[src/gbba_pkg.sv]
// Shared constants, types and helpers of the grouped bitmap block allocator.
package gbba_pkg;

   localparam int DEF_BLOCKS_PER_GROUP = 256;
   localparam int DEF_GROUPS           = 16;
   localparam int WORD_BITS            = 32;
   localparam int BIT_W                = 5;

   localparam int BLK_W      = 12;
   localparam int INODE_W    = 20;
   localparam int IPG_W      = 16;
   localparam int TBLK_W     = 13;
   localparam int GRP_REG_W  = 5;
   localparam int STAT_W     = 2;
   localparam int FREE_OUT_W = 13;
   localparam int BLOCK_LIMIT = 4096;

   localparam int REQ_DATA_W = 32;
   localparam int RSP_DATA_W = 32;
   localparam int CSR_IDX_W  = 2;
   localparam int CSR_DATA_W = 16;

   localparam logic [STAT_W-1:0] ST_OK      = 2'd0;
   localparam logic [STAT_W-1:0] ST_NOSPACE = 2'd1;
   localparam logic [STAT_W-1:0] ST_RANGE   = 2'd2;
   localparam logic [STAT_W-1:0] ST_FREE    = 2'd3;

   localparam logic ACT_ALLOC = 1'b0;
   localparam logic ACT_FREE  = 1'b1;

   localparam logic [CSR_IDX_W-1:0] CSR_FIRST_DATA   = 2'd0;
   localparam logic [CSR_IDX_W-1:0] CSR_TOTAL_BLOCKS = 2'd1;
   localparam logic [CSR_IDX_W-1:0] CSR_GROUPS       = 2'd2;
   localparam logic [CSR_IDX_W-1:0] CSR_IPG          = 2'd3;

   typedef struct packed {
      logic bm_we;
      logic cnt_we;
   } store_wr_type;

   // lowest clear bit of a bitmap word
   function automatic logic [BIT_W-1:0] first_zero(input logic [WORD_BITS-1:0] w);
      logic [BIT_W-1:0] r;
      r = '0;
      for (int k = WORD_BITS - 1; k >= 0; k--) begin
         if (!w[k]) r = BIT_W'(k);
      end
      return r;
   endfunction

endpackage

[src/grouped_bitmap_block_allocator_top.sv]
// Grouped bitmap block allocator: request sequencer, config registers, result register.
//
//  port group  | dir | contents
//  req_*       | in  | tuser: action; tdata: block_number[11:0], inode_number[31:12]
//  rsp_*       | out | tdata: result_block[11:0], status[13:12], free_total[26:14]
//  csr_*       | in  | we, index, wdata: one config register per write
//
// Free: range check, read, test and result follow the transaction; a block out of range
// goes from the range check straight to the result. Allocate: goal, then a read and a test
// per bitmap word or empty group visited, then the claim and the result; a goal from the
// inode first waits on the divider, and with nothing free the request goes straight to the
// result. After reset a clearing pass over the GROUPS*BLOCKS_PER_GROUP/32 bitmap words
// (128 by default) runs before req_tready rises. A result waiting on rsp_tready does not
// stop the next request, but it holds in its last step until the result register is free.
module grouped_bitmap_block_allocator_top import gbba_pkg::*; #(
   parameter int BLOCKS_PER_GROUP = DEF_BLOCKS_PER_GROUP,
   parameter int GROUPS           = DEF_GROUPS
) (
   input  logic                  clock,
   input  logic                  reset,
   input  logic                  req_tvalid,
   output logic                  req_tready,
   input  logic [REQ_DATA_W-1:0] req_tdata,   // block_number, inode_number
   input  logic                  req_tuser,   // action
   output logic                  rsp_tvalid,
   input  logic                  rsp_tready,
   output logic [RSP_DATA_W-1:0] rsp_tdata,   // result_block, status, free_total, zero pad
   input  logic                  csr_we,
   input  logic [CSR_IDX_W-1:0]  csr_index,
   input  logic [CSR_DATA_W-1:0] csr_wdata
);

   localparam int WPG    = BLOCKS_PER_GROUP / WORD_BITS;
   localparam int WORDS  = GROUPS * WPG;
   localparam int AW     = WORDS > 1 ? $clog2(WORDS) : 1;
   localparam int GW     = GROUPS > 1 ? $clog2(GROUPS) : 1;
   localparam int GIW    = $clog2(GROUPS + 1);
   localparam int WW     = WPG > 1 ? $clog2(WPG) : 1;
   localparam int CW     = $clog2(BLOCKS_PER_GROUP + 1);
   localparam int CAP    = GROUPS * BLOCKS_PER_GROUP;
   localparam int TW     = $clog2(CAP + 1);
   localparam int XW     = TW + 1;
   localparam int GOAL_W = INODE_W + CW + 1;
   localparam int PAD_W  = RSP_DATA_W - FREE_OUT_W - STAT_W - BLK_W;

   localparam int ST_W = 4;
   localparam logic [ST_W-1:0] S_CLEAR = 4'd0;
   localparam logic [ST_W-1:0] S_IDLE  = 4'd1;
   localparam logic [ST_W-1:0] S_ALLOC = 4'd2;
   localparam logic [ST_W-1:0] S_DIV1  = 4'd3;
   localparam logic [ST_W-1:0] S_GOAL  = 4'd4;
   localparam logic [ST_W-1:0] S_RD    = 4'd6;
   localparam logic [ST_W-1:0] S_CHK   = 4'd7;
   localparam logic [ST_W-1:0] S_FOUND = 4'd8;
   localparam logic [ST_W-1:0] S_FREE  = 4'd9;
   localparam logic [ST_W-1:0] S_FRD   = 4'd11;
   localparam logic [ST_W-1:0] S_FCHK  = 4'd12;
   localparam logic [ST_W-1:0] S_DONE  = 4'd13;

   // config registers
   logic                  fdb_ff, fdb_in;
   logic [TBLK_W-1:0]     tblk_ff, tblk_in;
   logic [GRP_REG_W-1:0]  grp_ff, grp_in;
   logic [IPG_W-1:0]      ipg_ff, ipg_in;

   logic [ST_W-1:0]       state_ff, state_in;
   logic [AW-1:0]         sweep_ff, sweep_in;
   logic [TW-1:0]         total_free_ff, total_free_in;
   logic [BLK_W-1:0]      hint_ff, hint_in;
   logic                  rsp_valid_ff, rsp_valid_in;
   logic [RSP_DATA_W-1:0] rsp_data_ff, rsp_data_in;

   logic [BLK_W-1:0]      bn_ff, bn_in;
   logic [INODE_W-1:0]    ino_ff, ino_in;
   logic [GOAL_W-1:0]     goal_ff, goal_in;
   logic                  upd_ff, upd_in;
   logic [GW-1:0]         group_ff, group_in;
   logic [WW-1:0]         w_ff, w_in;
   logic [WW-1:0]         word_ff, word_in;
   logic [GIW-1:0]        i_ff, i_in;
   logic [BIT_W-1:0]      bit_ff, bit_in;
   logic [XW-1:0]         blk_ff, blk_in;
   logic [BLK_W-1:0]      res_blk_ff, res_blk_in;
   logic [STAT_W-1:0]     res_st_ff, res_st_in;

   logic [TBLK_W-1:0]     tb;
   logic [GIW-1:0]        gu;
   logic [GOAL_W-1:0]     g_sel;
   logic [BLK_W-1:0]      off;
   logic                  adv;

   logic                  div_start;
   logic [INODE_W-1:0]    div_a;
   logic [IPG_W-1:0]      div_b;
   logic                  div_done;
   logic [INODE_W-1:0]    div_q;

   store_wr_type          wr;
   logic [AW-1:0]         bm_addr;
   logic [WORD_BITS-1:0]  bm_wdata, bm_rdata;
   logic [GW-1:0]         cnt_addr;
   logic [CW-1:0]         cnt_wdata, cnt_rdata;

   assign tb = (int'(tblk_ff) > BLOCK_LIMIT) ? TBLK_W'(BLOCK_LIMIT) : tblk_ff;
   assign gu = (int'(grp_ff) > GROUPS) ? GIW'(GROUPS) : GIW'(grp_ff);

   assign bm_addr  = (state_ff == S_CLEAR) ? sweep_ff
                                           : AW'(group_ff) * AW'(WPG) + AW'(w_ff);
   assign cnt_addr = (state_ff == S_CLEAR) ? GW'(sweep_ff) : group_ff;

   always_comb begin
      fdb_in        = fdb_ff;
      tblk_in       = tblk_ff;
      grp_in        = grp_ff;
      ipg_in        = ipg_ff;
      state_in      = state_ff;
      sweep_in      = sweep_ff;
      total_free_in = total_free_ff;
      hint_in       = hint_ff;
      rsp_valid_in  = rsp_valid_ff;
      rsp_data_in   = rsp_data_ff;
      bn_in         = bn_ff;
      ino_in        = ino_ff;
      goal_in       = goal_ff;
      upd_in        = upd_ff;
      group_in      = group_ff;
      w_in          = w_ff;
      word_in       = word_ff;
      i_in          = i_ff;
      bit_in        = bit_ff;
      blk_in        = blk_ff;
      res_blk_in    = res_blk_ff;
      res_st_in     = res_st_ff;
      div_start     = 1'b0;
      div_a         = '0;
      div_b         = '0;
      wr            = '0;
      bm_wdata      = '0;
      cnt_wdata     = '0;
      g_sel         = goal_ff;
      off           = '0;
      adv           = 1'b0;

      if (csr_we) begin
         case (csr_index)
            CSR_FIRST_DATA:   fdb_in  = csr_wdata[0];
            CSR_TOTAL_BLOCKS: tblk_in = csr_wdata[TBLK_W-1:0];
            CSR_GROUPS:       grp_in  = csr_wdata[GRP_REG_W-1:0];
            CSR_IPG:          ipg_in  = csr_wdata;
            default: ;
         endcase
      end

      if (rsp_valid_ff && rsp_tready) rsp_valid_in = 1'b0;

      case (state_ff)
         S_CLEAR: begin
            wr.bm_we  = 1'b1;
            wr.cnt_we = (int'(sweep_ff) < GROUPS);
            cnt_wdata = CW'(BLOCKS_PER_GROUP);
            if (sweep_ff == AW'(WORDS - 1)) state_in = S_IDLE;
            else sweep_in = sweep_ff + 1'b1;
         end
         S_IDLE: begin
            if (req_tvalid) begin
               bn_in      = req_tdata[BLK_W-1:0];
               ino_in     = req_tdata[BLK_W+INODE_W-1:BLK_W];
               res_blk_in = '0;
               res_st_in  = ST_OK;
               upd_in     = 1'b0;
               state_in   = (req_tuser == ACT_FREE) ? S_FREE : S_ALLOC;
            end
         end
         S_ALLOC: begin
            if (total_free_ff == '0 || gu == '0) begin
               res_st_in = ST_NOSPACE;
               state_in  = S_DONE;
            end else if (bn_ff != '0) begin
               goal_in  = GOAL_W'(bn_ff);
               state_in = S_GOAL;
            end else if (ipg_ff != '0 && ino_ff != '0) begin
               div_start = 1'b1;
               div_a     = ino_ff - 1'b1;
               div_b     = ipg_ff;
               state_in  = S_DIV1;
            end else begin
               goal_in  = GOAL_W'(fdb_ff);
               state_in = S_GOAL;
            end
         end
         S_DIV1: begin
            if (div_done) begin
               goal_in  = GOAL_W'(div_q) * GOAL_W'(BLOCKS_PER_GROUP) + GOAL_W'(fdb_ff);
               state_in = S_GOAL;
            end
         end
         S_GOAL: begin
            // replace a bad or stale goal with the hint
            if (goal_ff >= GOAL_W'(tb) || (goal_ff < GOAL_W'(fdb_ff) && goal_ff != '0))
               g_sel = GOAL_W'(hint_ff);
            if (g_sel <= GOAL_W'(hint_ff)) begin
               g_sel  = GOAL_W'(hint_ff);
               upd_in = 1'b1;
            end
            off      = (g_sel >= GOAL_W'(fdb_ff)) ? BLK_W'(g_sel - GOAL_W'(fdb_ff)) : '0;
            word_in  = WW'((32'(off) % BLOCKS_PER_GROUP) / WORD_BITS);
            w_in     = WW'((32'(off) % BLOCKS_PER_GROUP) / WORD_BITS);
            group_in = (32'(off) / BLOCKS_PER_GROUP >= 32'(gu)) ? '0
                                                                : GW'(32'(off) / BLOCKS_PER_GROUP);
            i_in     = '0;
            state_in = S_RD;
         end
         S_RD: state_in = S_CHK;
         S_CHK: begin
            if (cnt_rdata == '0) begin
               adv = 1'b1;
            end else if (bm_rdata != '1) begin
               bit_in   = first_zero(bm_rdata);
               blk_in   = XW'(fdb_ff) + XW'(group_ff) * XW'(BLOCKS_PER_GROUP)
                        + XW'(w_ff) * XW'(WORD_BITS) + XW'(first_zero(bm_rdata));
               state_in = S_FOUND;
            end else if (w_ff == WW'(WPG - 1)) begin
               if (word_ff == '0) begin
                  res_st_in = ST_NOSPACE;
                  state_in  = S_DONE;
               end else begin
                  adv = 1'b1;
               end
            end else begin
               w_in     = w_ff + 1'b1;
               state_in = S_RD;
            end
            if (adv) begin
               word_in = '0;
               w_in    = '0;
               if (i_ff == gu) begin
                  res_st_in = ST_NOSPACE;
                  state_in  = S_DONE;
               end else begin
                  i_in     = i_ff + 1'b1;
                  group_in = (int'(group_ff) + 1 >= int'(gu)) ? '0 : group_ff + 1'b1;
                  state_in = S_RD;
               end
            end
         end
         S_FOUND: begin
            if (32'(blk_ff) >= 32'(tb)) begin
               res_st_in = ST_NOSPACE;
            end else begin
               wr.bm_we      = 1'b1;
               wr.cnt_we     = 1'b1;
               bm_wdata      = bm_rdata | (WORD_BITS'(1) << bit_ff);
               cnt_wdata     = cnt_rdata - 1'b1;
               total_free_in = (total_free_ff == '0) ? '0 : total_free_ff - 1'b1;
               if (upd_ff) hint_in = BLK_W'(blk_ff);
               res_blk_in    = BLK_W'(blk_ff);
               res_st_in     = ST_OK;
            end
            state_in = S_DONE;
         end
         S_FREE: begin
            off = bn_ff - BLK_W'(fdb_ff);
            if (32'(bn_ff) >= 32'(tb) || bn_ff < BLK_W'(fdb_ff) ||
                32'(off) / BLOCKS_PER_GROUP >= 32'(gu)) begin
               res_st_in = ST_RANGE;
               state_in  = S_DONE;
            end else begin
               group_in = GW'(32'(off) / BLOCKS_PER_GROUP);
               w_in     = WW'((32'(off) % BLOCKS_PER_GROUP) / WORD_BITS);
               bit_in   = off[BIT_W-1:0];
               state_in = S_FRD;
            end
         end
         S_FRD: state_in = S_FCHK;
         S_FCHK: begin
            if (!bm_rdata[bit_ff]) begin
               res_st_in = ST_FREE;
            end else begin
               wr.bm_we      = 1'b1;
               wr.cnt_we     = 1'b1;
               bm_wdata      = bm_rdata & ~(WORD_BITS'(1) << bit_ff);
               cnt_wdata     = (int'(cnt_rdata) < BLOCKS_PER_GROUP) ? cnt_rdata + 1'b1
                                                                    : cnt_rdata;
               total_free_in = (int'(total_free_ff) < CAP) ? total_free_ff + 1'b1
                                                           : total_free_ff;
               if (bn_ff < hint_ff) hint_in = bn_ff;
               res_st_in     = ST_OK;
            end
            state_in = S_DONE;
         end
         S_DONE: begin
            // hold until the result register is free
            if (!rsp_valid_ff || rsp_tready) begin
               rsp_valid_in = 1'b1;
               rsp_data_in  = {{PAD_W{1'b0}}, FREE_OUT_W'(total_free_ff), res_st_ff,
                               (res_st_ff == ST_OK) ? res_blk_ff : BLK_W'(0)};
               state_in     = S_IDLE;
            end
         end
         default: state_in = S_IDLE;
      endcase
   end

   always_ff @(posedge clock) begin
      if (reset) begin
         fdb_ff        <= 1'b0;
         tblk_ff       <= TBLK_W'(BLOCK_LIMIT);
         grp_ff        <= GRP_REG_W'(16);
         ipg_ff        <= IPG_W'(256);
         state_ff      <= S_CLEAR;
         sweep_ff      <= '0;
         total_free_ff <= TW'(CAP);
         hint_ff       <= '0;
         rsp_valid_ff  <= 1'b0;
      end else begin
         fdb_ff        <= fdb_in;
         tblk_ff       <= tblk_in;
         grp_ff        <= grp_in;
         ipg_ff        <= ipg_in;
         state_ff      <= state_in;
         sweep_ff      <= sweep_in;
         total_free_ff <= total_free_in;
         hint_ff       <= hint_in;
         rsp_valid_ff  <= rsp_valid_in;
      end
      rsp_data_ff <= rsp_data_in;
      bn_ff       <= bn_in;
      ino_ff      <= ino_in;
      goal_ff     <= goal_in;
      upd_ff      <= upd_in;
      group_ff    <= group_in;
      w_ff        <= w_in;
      word_ff     <= word_in;
      i_ff        <= i_in;
      bit_ff      <= bit_in;
      blk_ff      <= blk_in;
      res_blk_ff  <= res_blk_in;
      res_st_ff   <= res_st_in;
   end

   gbba_div u_div (
      .clock     (clock),
      .reset     (reset),
      .start     (div_start),
      .dividend  (div_a),
      .divisor   (div_b),
      .done      (div_done),
      .quotient  (div_q)
   );

   gbba_store #(
      .BLOCKS_PER_GROUP (BLOCKS_PER_GROUP),
      .GROUPS           (GROUPS)
   ) u_store (
      .clock     (clock),
      .wr        (wr),
      .bm_addr   (bm_addr),
      .bm_wdata  (bm_wdata),
      .cnt_addr  (cnt_addr),
      .cnt_wdata (cnt_wdata),
      .bm_rdata  (bm_rdata),
      .cnt_rdata (cnt_rdata)
   );

   assign req_tready = (state_ff == S_IDLE);
   assign rsp_tvalid = rsp_valid_ff;
   assign rsp_tdata  = rsp_data_ff;

endmodule

[src/gbba_div.sv]
// Restoring divider, one quotient bit per cycle.
module gbba_div import gbba_pkg::*; (
   input  logic               clock,
   input  logic               reset,
   input  logic               start,
   input  logic [INODE_W-1:0] dividend,
   input  logic [IPG_W-1:0]   divisor,
   output logic               done,
   output logic [INODE_W-1:0] quotient
);

   localparam int CNT_W = $clog2(INODE_W);

   logic               busy_ff, busy_in;
   logic               done_ff, done_in;
   logic [CNT_W-1:0]   cnt_ff, cnt_in;
   logic [INODE_W-1:0] quo_ff, quo_in;
   logic [IPG_W-1:0]   rem_ff, rem_in;
   logic [IPG_W-1:0]   dsr_ff, dsr_in;
   logic [IPG_W:0]     trial;
   logic               qbit;

   always_comb begin
      busy_in = busy_ff;
      done_in = 1'b0;
      cnt_in  = cnt_ff;
      quo_in  = quo_ff;
      rem_in  = rem_ff;
      dsr_in  = dsr_ff;
      trial   = {rem_ff, quo_ff[INODE_W-1]};
      qbit    = (trial >= {1'b0, dsr_ff});
      if (start) begin
         busy_in = 1'b1;
         cnt_in  = '0;
         quo_in  = dividend;
         rem_in  = '0;
         dsr_in  = divisor;
      end else if (busy_ff) begin
         rem_in = qbit ? IPG_W'(trial - {1'b0, dsr_ff}) : IPG_W'(trial);
         quo_in = {quo_ff[INODE_W-2:0], qbit};
         if (cnt_ff == CNT_W'(INODE_W - 1)) begin
            busy_in = 1'b0;
            done_in = 1'b1;
         end else begin
            cnt_in = cnt_ff + 1'b1;
         end
      end
   end

   always_ff @(posedge clock) begin
      if (reset) begin
         busy_ff <= 1'b0;
         done_ff <= 1'b0;
      end else begin
         busy_ff <= busy_in;
         done_ff <= done_in;
      end
      cnt_ff <= cnt_in;
      quo_ff <= quo_in;
      rem_ff <= rem_in;
      dsr_ff <= dsr_in;
   end

   assign done     = done_ff;
   assign quotient = quo_ff;

endmodule

[src/gbba_store.sv]
// Bitmap word memory and per-group free count memory, registered reads.
module gbba_store import gbba_pkg::*; #(
   parameter int BLOCKS_PER_GROUP = DEF_BLOCKS_PER_GROUP,
   parameter int GROUPS           = DEF_GROUPS
) (
   input  logic                                   clock,
   input  store_wr_type                           wr,
   input  logic [((GROUPS*(BLOCKS_PER_GROUP/WORD_BITS)) > 1 ?
                  $clog2(GROUPS*(BLOCKS_PER_GROUP/WORD_BITS)) : 1)-1:0] bm_addr,
   input  logic [WORD_BITS-1:0]                   bm_wdata,
   input  logic [(GROUPS > 1 ? $clog2(GROUPS) : 1)-1:0] cnt_addr,
   input  logic [$clog2(BLOCKS_PER_GROUP+1)-1:0]  cnt_wdata,
   output logic [WORD_BITS-1:0]                   bm_rdata,
   output logic [$clog2(BLOCKS_PER_GROUP+1)-1:0]  cnt_rdata
);

   localparam int WORDS = GROUPS * (BLOCKS_PER_GROUP / WORD_BITS);
   localparam int CW    = $clog2(BLOCKS_PER_GROUP + 1);

   logic [WORD_BITS-1:0] bm_mem [WORDS];
   logic [CW-1:0]        cnt_mem [GROUPS];
   logic [WORD_BITS-1:0] bm_rd_ff;
   logic [CW-1:0]        cnt_rd_ff;

   always_ff @(posedge clock) begin
      if (wr.bm_we) bm_mem[bm_addr] <= bm_wdata;
      bm_rd_ff <= bm_mem[bm_addr];
   end

   always_ff @(posedge clock) begin
      if (wr.cnt_we) cnt_mem[cnt_addr] <= cnt_wdata;
      cnt_rd_ff <= cnt_mem[cnt_addr];
   end

   assign bm_rdata  = bm_rd_ff;
   assign cnt_rdata = cnt_rd_ff;

endmodule

[config.mk]
export PLATFORM = sky130hd
export DESIGN_NAME = grouped_bitmap_block_allocator_top
export DESIGN_NICKNAME = d
export VERILOG_FILES = /design/src/gbba_pkg.sv /design/src/grouped_bitmap_block_allocator_top.sv /design/src/gbba_div.sv /design/src/gbba_store.sv
export SDC_FILE = /design/constraint.sdc
export NUM_CORES = 2
export LEC_CHECK = 0
export ABC_AREA = 1
export BUFFER_PORTS_ARGS = -buffer_cell sky130_fd_sc_hd__buf_4
export CORE_ASPECT_RATIO = 0.8
export CORE_MARGIN = 1.5
export CORE_UTILIZATION = 60
export CTS_BUF_LIST = sky130_fd_sc_hd__clkbuf_16
export CTS_CLUSTER_DIAMETER = 40
export DETAILED_ROUTE_END_ITERATION = 8
export HOLD_SLACK_MARGIN = 0.02
export PLACE_DENSITY = 0.72
export SYNTH_ARGS = -nofsm -noshare
export SYNTH_HDL_FRONTEND = slang
export SYNTH_MEMORY_MAX_BITS = 65536
export SYNTH_SLANG_ARGS = --single-unit
[constraint.sdc]
create_clock -name clock -period 12.6 [get_ports clock]
set_input_delay 2.52 -clock clock [delete_from_list [all_inputs] [get_ports clock]]
set_output_delay 2.52 -clock clock [all_outputs]
set_load 0.02 [all_outputs]
==> impl_metrics.env <==
export IMPL_final_hold_viol_count=0
export IMPL_swShare=0.220
export IMPL_yosys_cell_types_count=73
export IMPL_cp_end_kind="flip-flop"
export IMPL_place_hpwl_mm=307
export IMPL_portBuffers=84
export IMPL_async_flop_share=0
export IMPL_regArea_sq_um=135000
export IMPL_critPathBufInv=6
export IMPL_critPathMostFrequentCell="nand2_1"
export IMPL_multiInputGateArea_sq_um=34900
export IMPL_drv_cap=1
export IMPL_r2r_end="u_store.bm_mem[110][0]"
export IMPL_leakage_nw=69.8
export IMPL_num_nets_final=11800
export IMPL_vias=109000
export IMPL_slew_violations=0
export IMPL_gr_total_overflow=0
export IMPL_layout_drive_gt1_share=0.106
export IMPL_clk_path_buf_depth=4
export IMPL_wl_per_cell_um=33.2
export IMPL_grt_pass1_wl_mm=745
export IMPL_worst_slew_margin_rel=0.0188
export IMPL_post_route_period_util=0.583
export IMPL_initial_core_util=0.603
export IMPL_cts_resized=0
export IMPL_cp_arrival_ns=7.97
export IMPL_timing_fmax_ghz=0.136
export IMPL_tns_ns=0
export IMPL_placementRows=176
export IMPL_grt_pass1_vias=102000
export IMPL_worst_slew_pin_slew_ns=1.46
export IMPL_crit_slowest_cell="nor2_4"
export IMPL_area_delta_synth_final_pct=12.4
export IMPL_fp_dieW_um=604
export IMPL_violations="max-capacitance violations"
export IMPL_hold_end="rsp_tdata[17]"
export IMPL_path_clk_slew_ns=0.06
export IMPL_reg2reg_from="tblk_ff[4]"
export IMPL_path_cells="nor4_1, nand2_1, nor3_1, a21oi_1, clkinv_1, nand2_1, ha_1, a21boi_0, o21a_1, o21a_1, o21ai_0, nand2_1, a21oi_1, o211a_1, o21ai_0, nor2_1, clkinv_1, nand2_1, inv_2, buf_4, nor2_4, buf_4, buf_4"
export IMPL_synth_enable_flop_cells=4411
export IMPL_p_comb_frac=0.041
export IMPL_syn_area_sq_um=173000
export IMPL_final_area_sq_um=195000
export IMPL_whs_ns=0.470
export IMPL_fin_util=0.678
export IMPL_syn_inst=11500
export IMPL_dieArea_sq_um=292000
export IMPL_yosysTopAreaCell="edfxtp_1"
export IMPL_hold_path_class="flip-flop to flip-flop"
export IMPL_min_path_cells=0
export IMPL_clk_latency_ns=0.99
export IMPL_start_kind="flip-flop"
export IMPL_htree_num_levels=5
export IMPL_p_sw_mw=6.97
export IMPL_critPathKind="flip-flop to flip-flop"
export IMPL_cts_tree="built"
export IMPL_ctsRootBufferMaster="clkbuf_16"
export IMPL_fp_coreArea_sq_um=287000
export IMPL_fin_crit_ns=7.35
export IMPL_fill_cells=18500
export IMPL_grt_use_total=0.357
export IMPL_ant_nets=0
export IMPL_min_delay_start="total_free_ff[3]"
export IMPL_setup_viol=0
export IMPL_cp_depth=23
export IMPL_yosysTopAreaCellShare=0.764
export IMPL_dr_first_iter_drc_count=18200
export IMPL_synth_seq_cells=4547
export IMPL_slowest_delay_ns=0.86
export IMPL_r2r_slack_ns=5.25
export IMPL_yosysWarnings=0
export IMPL_die_h_um=484
export IMPL_rsz0062_at_grt="false"
export IMPL_numCtsBuffers=467
export IMPL_share_clk_of_total_power=0.439
export IMPL_p_seq_frac=0.520
export IMPL_vdd_drop_max_mv=0.152
export IMPL_skew_ns=0.104
export IMPL_ys_seq_area_frac=0.780
export IMPL_yosys_top_cells_area="edfxtp_1 (76%), nand2_1 (4.7%), a221oi_1 (2.7%)"
export IMPL_gp_congestion=0.949
export IMPL_crit_family="simple AND/OR/NAND/NOR gates"
export IMPL_avgSynthCellArea_sq_um=15.1
export IMPL_startpoint="tblk_ff[4]"
export IMPL_cts_sinks=4547
export IMPL_drc=0
export IMPL_ys_flop_type="edfxtp_1"
export IMPL_intPower_mw=24.7
export IMPL_ioPinCount=90
export IMPL_wl_mm=529
export IMPL_antenna_found_initial=46
export IMPL_cp_max_fo=56
export IMPL_postCtsSetupBuffers=0
export IMPL_via_per_inst=6.84
export IMPL_place_area_sq_um=179000
export IMPL_first_pass_iters=9
export IMPL_rr_worst_depth=23
export IMPL_cts_hold_buf=0
export IMPL_cp_data_required_time_ns=13.22
export IMPL_p_per_area_nw_per_um2=163
export IMPL_grt_max_degree=113
export IMPL_status="complete, but fails checks"
layout by cell type (no fill, tap or decap), types with 81 or more instances in the layout:
cell       netlist  routed
nand2_1       2149    2140
dfxtp_1        136     136
a221oi_1       544     544
ha_1           107     107
inv_1          456     535
nor2_1         464     337
o21ai_0        281     280
a22o_1         443     443
a22oi_1        459     459
a21oi_1        274     274
clkinv_2         0      81
nor2_4           0     117
nand3_1        222     222
edfxtp_1      4411    4411
buf_4           12     310
nand4_1        335     335
clkbuf_16        0     473
worst max-delay path by stage:
stage / endpoint / slack [ns]
finish: u_store.bm_mem[110][0] / 5.25
floorplan: u_store.bm_mem[0][27] / 3.23
CTS: group_ff[2] / 5.31
detailed placement: group_ff[2] / 5.41
global placement: group_ff[2] / 5.00
global route: group_ff[0] / 4.26
area by class of cell:
class | instances | area share
multi-input combinational | 5845 | 0.179
sequential | 4547 | 0.693
antenna | 17 | 0.000218
clock buffer | 473 | 0.0607
tap | 3827 | 0.0246
timing repair buffer | 327 | 0.0137
inverter | 485 | 0.00963
clock inverter | 392 | 0.0190
power groups by stage:
stage	clock [mW]	combinational, mW	sequential (mW)
2_1_floorplan	0	0.689	16.8
3_3_place_gp	0	1.22	16.8
3_5_place_dp	0	1.23	16.8
4_1_cts	13.9	1.23	16.5
5_1_grt	14.5	1.32	16.5
6_report	13.9	1.29	16.5
metal layers:
metal  share of wire  wire (um)  track usage  vias up
met1            0.37     195000        0.505    54100
met2            0.42     223000        0.498     8606
met3            0.16      83600        0.133     1311
met5         0.00082        431      0.00508        -
met4           0.049      26100        0.155       30
li1                -          -            -    44800
stage by stage:
stage	setup slack [ns]	power [mW]	std cells
after floorplan	3.23	17.5	11500
after global placement	5.00	18.0	15000
after detailed placement	5.41	18.0	15000
after CTS	5.31	31.6	15900
after global routing	4.26	32.3	15900
final	5.25	31.7	15900
worst register-to-register path, delay by kind of cell, from the launching register on:
family | cells | cell delay (ns)
AOI/OAI and AO/OA | 8 | 1.21
adders and majority gates | 1 | 0.30
buffers and inverters | 6 | 2.19
DFF | 1 | 0.33
and+or+nand+nor | 8 | 2.90
state kept, by name (all words and copies together) (netlist names), 12 cells and up:
register,count
blk_ff,13
bn_ff,12
goal_ff,28
hint_ff,12
ino_ff,20
ipg_ff,16
res_blk_ff,12
rsp_tdata,27
tblk_ff,13
total_free_ff,13
u_div.dsr_ff,16
u_div.quotient,20
u_div.rem_ff,16
u_store.bm_mem,4096
u_store.bm_rdata,32
u_store.cnt_mem,144
cell usage after synthesis (136+ instances only):
cell / count
a22o_1: 443
edfxtp_1: 4411
a22oi_1: 459
a221oi_1: 544
inv_1: 456
buf_2: 270
a21oi_1: 274
dfxtp_1: 136
nor2_1: 464
nand4_1: 335
o21ai_0: 281
nand2_1: 2149
clkbuf_1: 186
nand3_1: 222
logic make-up after synthesis:
logic type	Yosys count	synth area share
flops	4547	0.780
simple gates	3296	0.0798
buf+inv	1073	0.0265
fa+ha+maj	108	0.00784
other cells	1	0.0000216
xor+xnor	73	0.00369
compound gates	2363	0.103
Note: power is estimated with default switching activity, not from simulation.
